$ cat config.mk
export PLATFORM = sky130hd
export DESIGN_NAME = phdm_divider
export DESIGN_NICKNAME = d
export VERILOG_FILES = /design/src/hw/rtl/phdm_pkg.sv /design/src/hw/rtl/phdm_divider.sv
export SDC_FILE = /design/constraint.sdc
export NUM_CORES = 1
export LEC_CHECK = 0
export BUFFER_PORTS_ARGS = -buffer_cell sky130_fd_sc_hd__buf_2
export CORE_ASPECT_RATIO = 1.5
export CORE_MARGIN = 4
export CORE_UTILIZATION = 49
export CTS_CLUSTER_SIZE = 14
export DETAILED_ROUTE_END_ITERATION = 8
export MAX_ROUTING_LAYER = met4
export PLACE_DENSITY = 0.75
export SLEW_MARGIN = 20
export SYNTH_ARGS = -nofsm -noshare
export SYNTH_HDL_FRONTEND = slang
export SYNTH_SLANG_ARGS = --single-unit
$ cat constraint.sdc
create_clock -name clk -period 2.6 [get_ports clk]
set_input_delay 0 -clock clk [delete_from_list [all_inputs] [get_ports clk]]
set_output_delay 0 -clock clk [all_outputs]
set_load 0.1 [all_outputs]
$ cat src/hw/rtl/phdm_pkg.sv
// Shared types and constants for the pixel hit digitizer with merging.
// Used by phdm_divider, phdm_table and pixel_hit_digitizer_merge.
`timescale 1ns / 1ps
`default_nettype none
package phdm_pkg;

  localparam int unsigned KEY_W    = 52;
  localparam int unsigned POINT_W  = 16;
  localparam int unsigned CHARGE_W = 16;
  localparam int unsigned CFG_W    = 16;
  localparam int unsigned CFG_IDX_W = 3;

  localparam logic [CFG_IDX_W-1:0] REG_PITCH_X = 3'd0;
  localparam logic [CFG_IDX_W-1:0] REG_PITCH_Y = 3'd1;
  localparam logic [CFG_IDX_W-1:0] REG_FE_COLS = 3'd2;
  localparam logic [CFG_IDX_W-1:0] REG_FE_ROWS = 3'd3;
  localparam logic [CFG_IDX_W-1:0] REG_FE_STRIDE = 3'd4;

  localparam logic CMD_HIT   = 1'b0;
  localparam logic CMD_FLUSH = 1'b1;

  // Divider handshake
  typedef struct packed {
    logic start;
  } div_ctl_t;

  typedef struct packed {
    logic busy;
    logic done;
  } div_sts_t;

endpackage
`default_nettype wire

$ cat src/hw/rtl/phdm_divider.sv
// Restoring radix-2 divider, one quotient bit per cycle.
// Depends on phdm_pkg for the control and status structs.
`timescale 1ns / 1ps
`default_nettype none
module phdm_divider #(
  parameter int unsigned NUM_W = 20,
  parameter int unsigned DEN_W = 16
) (
  input  wire                      clk,
  input  wire                      rst_n,
  input  phdm_pkg::div_ctl_t       ctl,
  input  wire  [NUM_W-1:0]         numer,
  input  wire  [DEN_W-1:0]         denom,
  output phdm_pkg::div_sts_t       sts,
  output logic [NUM_W-1:0]         quot,
  output logic [DEN_W-1:0]         rem
);

  localparam int unsigned CNT_W = $clog2(NUM_W + 1);

  logic [NUM_W-1:0] q_r, q_nxt;
  logic [DEN_W:0]   r_r, r_nxt;
  logic [DEN_W-1:0] d_r, d_nxt;
  logic [CNT_W-1:0] cnt_r, cnt_nxt;
  logic             busy_r, busy_nxt;
  logic             done_r, done_nxt;
  logic [DEN_W:0]   trial;

  always_comb begin
    q_nxt    = q_r;
    r_nxt    = r_r;
    d_nxt    = d_r;
    cnt_nxt  = cnt_r;
    busy_nxt = busy_r;
    done_nxt = 1'b0;
    trial    = {r_r[DEN_W-1:0], q_r[NUM_W-1]};
    if (ctl.start) begin
      // Load operands; zero divisor acts as one
      q_nxt    = numer;
      r_nxt    = '0;
      d_nxt    = (denom == '0) ? DEN_W'(1) : denom;
      cnt_nxt  = CNT_W'(NUM_W);
      busy_nxt = 1'b1;
    end else if (busy_r) begin
      // Shift in one numerator bit, subtract when it fits
      if (trial >= {1'b0, d_r}) begin
        r_nxt = trial - {1'b0, d_r};
        q_nxt = {q_r[NUM_W-2:0], 1'b1};
      end else begin
        r_nxt = trial;
        q_nxt = {q_r[NUM_W-2:0], 1'b0};
      end
      cnt_nxt = cnt_r - CNT_W'(1);
      if (cnt_r == CNT_W'(1)) begin
        busy_nxt = 1'b0;
        done_nxt = 1'b1;
      end
    end
  end

  always_ff @(posedge clk) begin
    if (!rst_n) begin
      busy_r <= 1'b0;
      done_r <= 1'b0;
      cnt_r  <= '0;
    end else begin
      busy_r <= busy_nxt;
      done_r <= done_nxt;
      cnt_r  <= cnt_nxt;
    end
    q_r <= q_nxt;
    r_r <= r_nxt;
    d_r <= d_nxt;
  end

  assign sts.busy = busy_r;
  assign sts.done = done_r;
  assign quot     = q_r;
  assign rem      = r_r[DEN_W-1:0];

endmodule
`default_nettype wire

==> run summary <==
core area - 0.006576 sq mm
clk sinks - 59
layout cells sized above 1 - 0.3853
vias in the first global route - 3,054
slowest stage delay, CP - 0.37 ns
crit start category - flop
routed len/inst - 17.38 um
routed wire length - 9123 um
RSZ-0062 raised after global routing - yes
Synth Warn # - 0
Worst Setup End Kind - flop
routed vias/inst - 5.621
CP max FO - 5
Detail Placement HPWL - 5854 um
Design Power - 3.383 mW
gr ovfl total - 0
Hold Crit Class - in -> reg
maximum clock rate - 398.1 MHz
FF+latch count, synth - 59
arrival time of the worst setup path - 2.76 ns
final setup violation count - 0
number of vias in the routed layout - 2,951
pin count of the biggest net entering global routing - 35
initial antenna violation count - 0
Compound-Gate Fraction of Synth Area - 0.1646
Synth Area in XOR/XNOR - 0.03115
max-cap violation count - 0
hold slack final - 0.2750 ns
skew final - 0.008095 ns
routed wl met2 - 5039 um
status - complete, no violations
input/output buffers - 76
post-synthesis mux area share - 0.06971
EDFF count, synth - 36
Synth cell types - 58
Main synth FF type - edfxtp_1
die area - 0.008305 sq mm
Avg Cell Area, Syn - 10.26 sq um
cts bufs inserted - 9
Worst-Skew Late Latency - 0.35 ns
cell-by-cell trace of the critical path - inv_1, ha_1, nand4_1, nor3_2, nand4_1, o221a_1, o21a_4, or3_1, a311oi_2
Setup CP Type - reg -> reg
period utilization - 0.9660
largest family of logic cells by synthesized area - compound AO/OA/AOI/OAI gates
leakage - 1.945 nW
PwrDens - 731.0 mW/mm^2
CTS tree - yes
final net count - 502
Initial DRC Count - 154
FFs w/ async S/R, synth - 0
boundary pin count - 77
critical path data required time - 2.85 ns
remaining routing DRC violations - 0
Final GP Congestion - 0.9617
Met1 Wirelength - 3295 um
first-pass iteration count of the detailed router - 5
# fillers - 457
slew of the pin with the lowest slew margin - 0.7851 ns
Max Buffers Root-to-Sink - 2
cell count after synthesis - 329
worst rel slew slack - 0.4766
post-synthesis adder-cell area fraction - 0.07267
GRT Total Usage - 0.2374
Top Layer Used - met4
Top delay family on crit path - simple AND/OR/NAND/NOR gates
post-route ant nets - 0
Area Growth Syn to Fin - 37.15%
CP most frequent cell - nand4_1
Fin. Hold Viols - 0
sequential share of the synthesized area - 0.4568
Simple-Gate Fraction of Synth Area - 0.1301
die width - 75.76 um
clock slew at reported path FFs - 0.07 ns
clock tree root driver cell - clkbuf_8
Slew Viols, Final - 0
row count - 36
met3 layer wire length in the routed design - 565 um
Initial Util - 0.5131
Worst Path Buf+Inv - 1
# diodes - 0
Netlist Area Pre-Place - 0.003374 sq mm
Die H - 109.6 um
peak supply drop - 564.8 uV
Slowest cell on crit path - or3_1
global-route wire length before repair - 14,280 um
Synthesized Nets - 387
H-tree levels - 3
fin crit period - 2.512 ns
## per-layer routing
layer	GRT usage	up-vias
li1	-	1417
met4	0.1125	0
met2	0.4148	101
met5	-	-
met3	0.04392	22
met1	0.2501	1411
## where the power goes
group,switching [mW],internal [mW]
clock network,0.395,0.536
registers,0.0627,1.10
logic,0.867,0.428
total,1.32,2.06
## synthesized netlist by cell type (5+ instances only)
cell type  number  area, sq um
mux2_2         20        225.2
nor2_1         25        93.84
nor3_1          7        35.03
a21oi_1        13        65.06
dfxtp_1        23        460.4
ha_1           18        225.2
a311oi_1        7        61.31
edfxtp_1       36         1081
xnor2_1         8        70.07
nand2_1        29        108.9
a211oi_1        5        37.54
o21a_1          7        52.55
a21o_1          5        37.54
clkbuf_1       24        90.09
inv_1          23        86.33
o21ai_0         6        30.03
## repair_timing
item,CTS,global route
hold buffers,37,0
setup endpoints to repair,0,13
buffers inserted,0,5
hold endpoints to repair,42,0
gates resized for setup,0,14
## path summary, 6_finish.rpt
check             startpoint  endpoint  slack (ns)  cells after the start
setup / recovery     d_r[10]    r_r[5]        0.09                      9
hold / removal           ctl   d_r[14]        0.28                      1
setup reg to reg     d_r[10]    r_r[5]        0.09                      9
hold reg to reg     cnt_r[1]  cnt_r[1]        0.51                      2
## registers in the layout (all words and copies together) (netlist names)
signal  cells
busy_r      1
cnt_r       5
d_r        16
done_r      1
quot       20
r_r        16
## stage by stage
step	setup TNS, ns	cell area (sq um)	worst slack (ns)	instances	util
CTS	0	4483	0.05615	518	0.6817
finish	0	4628	0.08837	525	0.7038
global route	-0.07167	4628	-0.06440	525	0.7038
floorplan	-0.5785	3448	-0.1244	329	-
global placement	0	3897	0.1163	465	0.5927
detailed placement	0	3897	0.06671	465	0.5927
## final cells by class
class	count	area, sq um	share of cell area
repair buffers	135	935.9	0.2022
well taps	76	95.09	0.02055
multi-input cells	215	1723	0.3723
clock inverters	7	91.34	0.01974
flip-flops and latches	59	1569	0.3390
clock buffers	9	123.9	0.02676
inverters	24	90.09	0.01946
## cells in the final DEF (no fill, tap or decap), types with 5 or more instances in the layout
| master | count |
|---|---|
| nand2_1 | 29 |
| dlygate4sd3_1 | 37 |
| ha_1 | 14 |
| buf_2 | 76 |
| nor3_1 | 6 |
| dfxtp_1 | 11 |
| nor2_1 | 25 |
| xnor2_1 | 8 |
| edfxtp_1 | 36 |
| a21o_1 | 5 |
| o21a_1 | 7 |
| o21ai_0 | 5 |
| a21oi_1 | 12 |
| inv_1 | 21 |
| dfxtp_4 | 5 |
| mux2_2 | 20 |
| clkbuf_8 | 9 |
| buf_4 | 19 |
| a311oi_2 | 5 |
| a311oi_1 | 6 |
| dfxtp_2 | 7 |
## cell families (layout without fill, tap and decap cells)
family	Yosys count	in the layout
compound gates	69	71
xor+xnor	12	12
fa+ha+maj	19	19
buf+inv	57	175
flops	59	59
mux	21	21
simple gates	92	92
(Power assumes the default switching activity.)
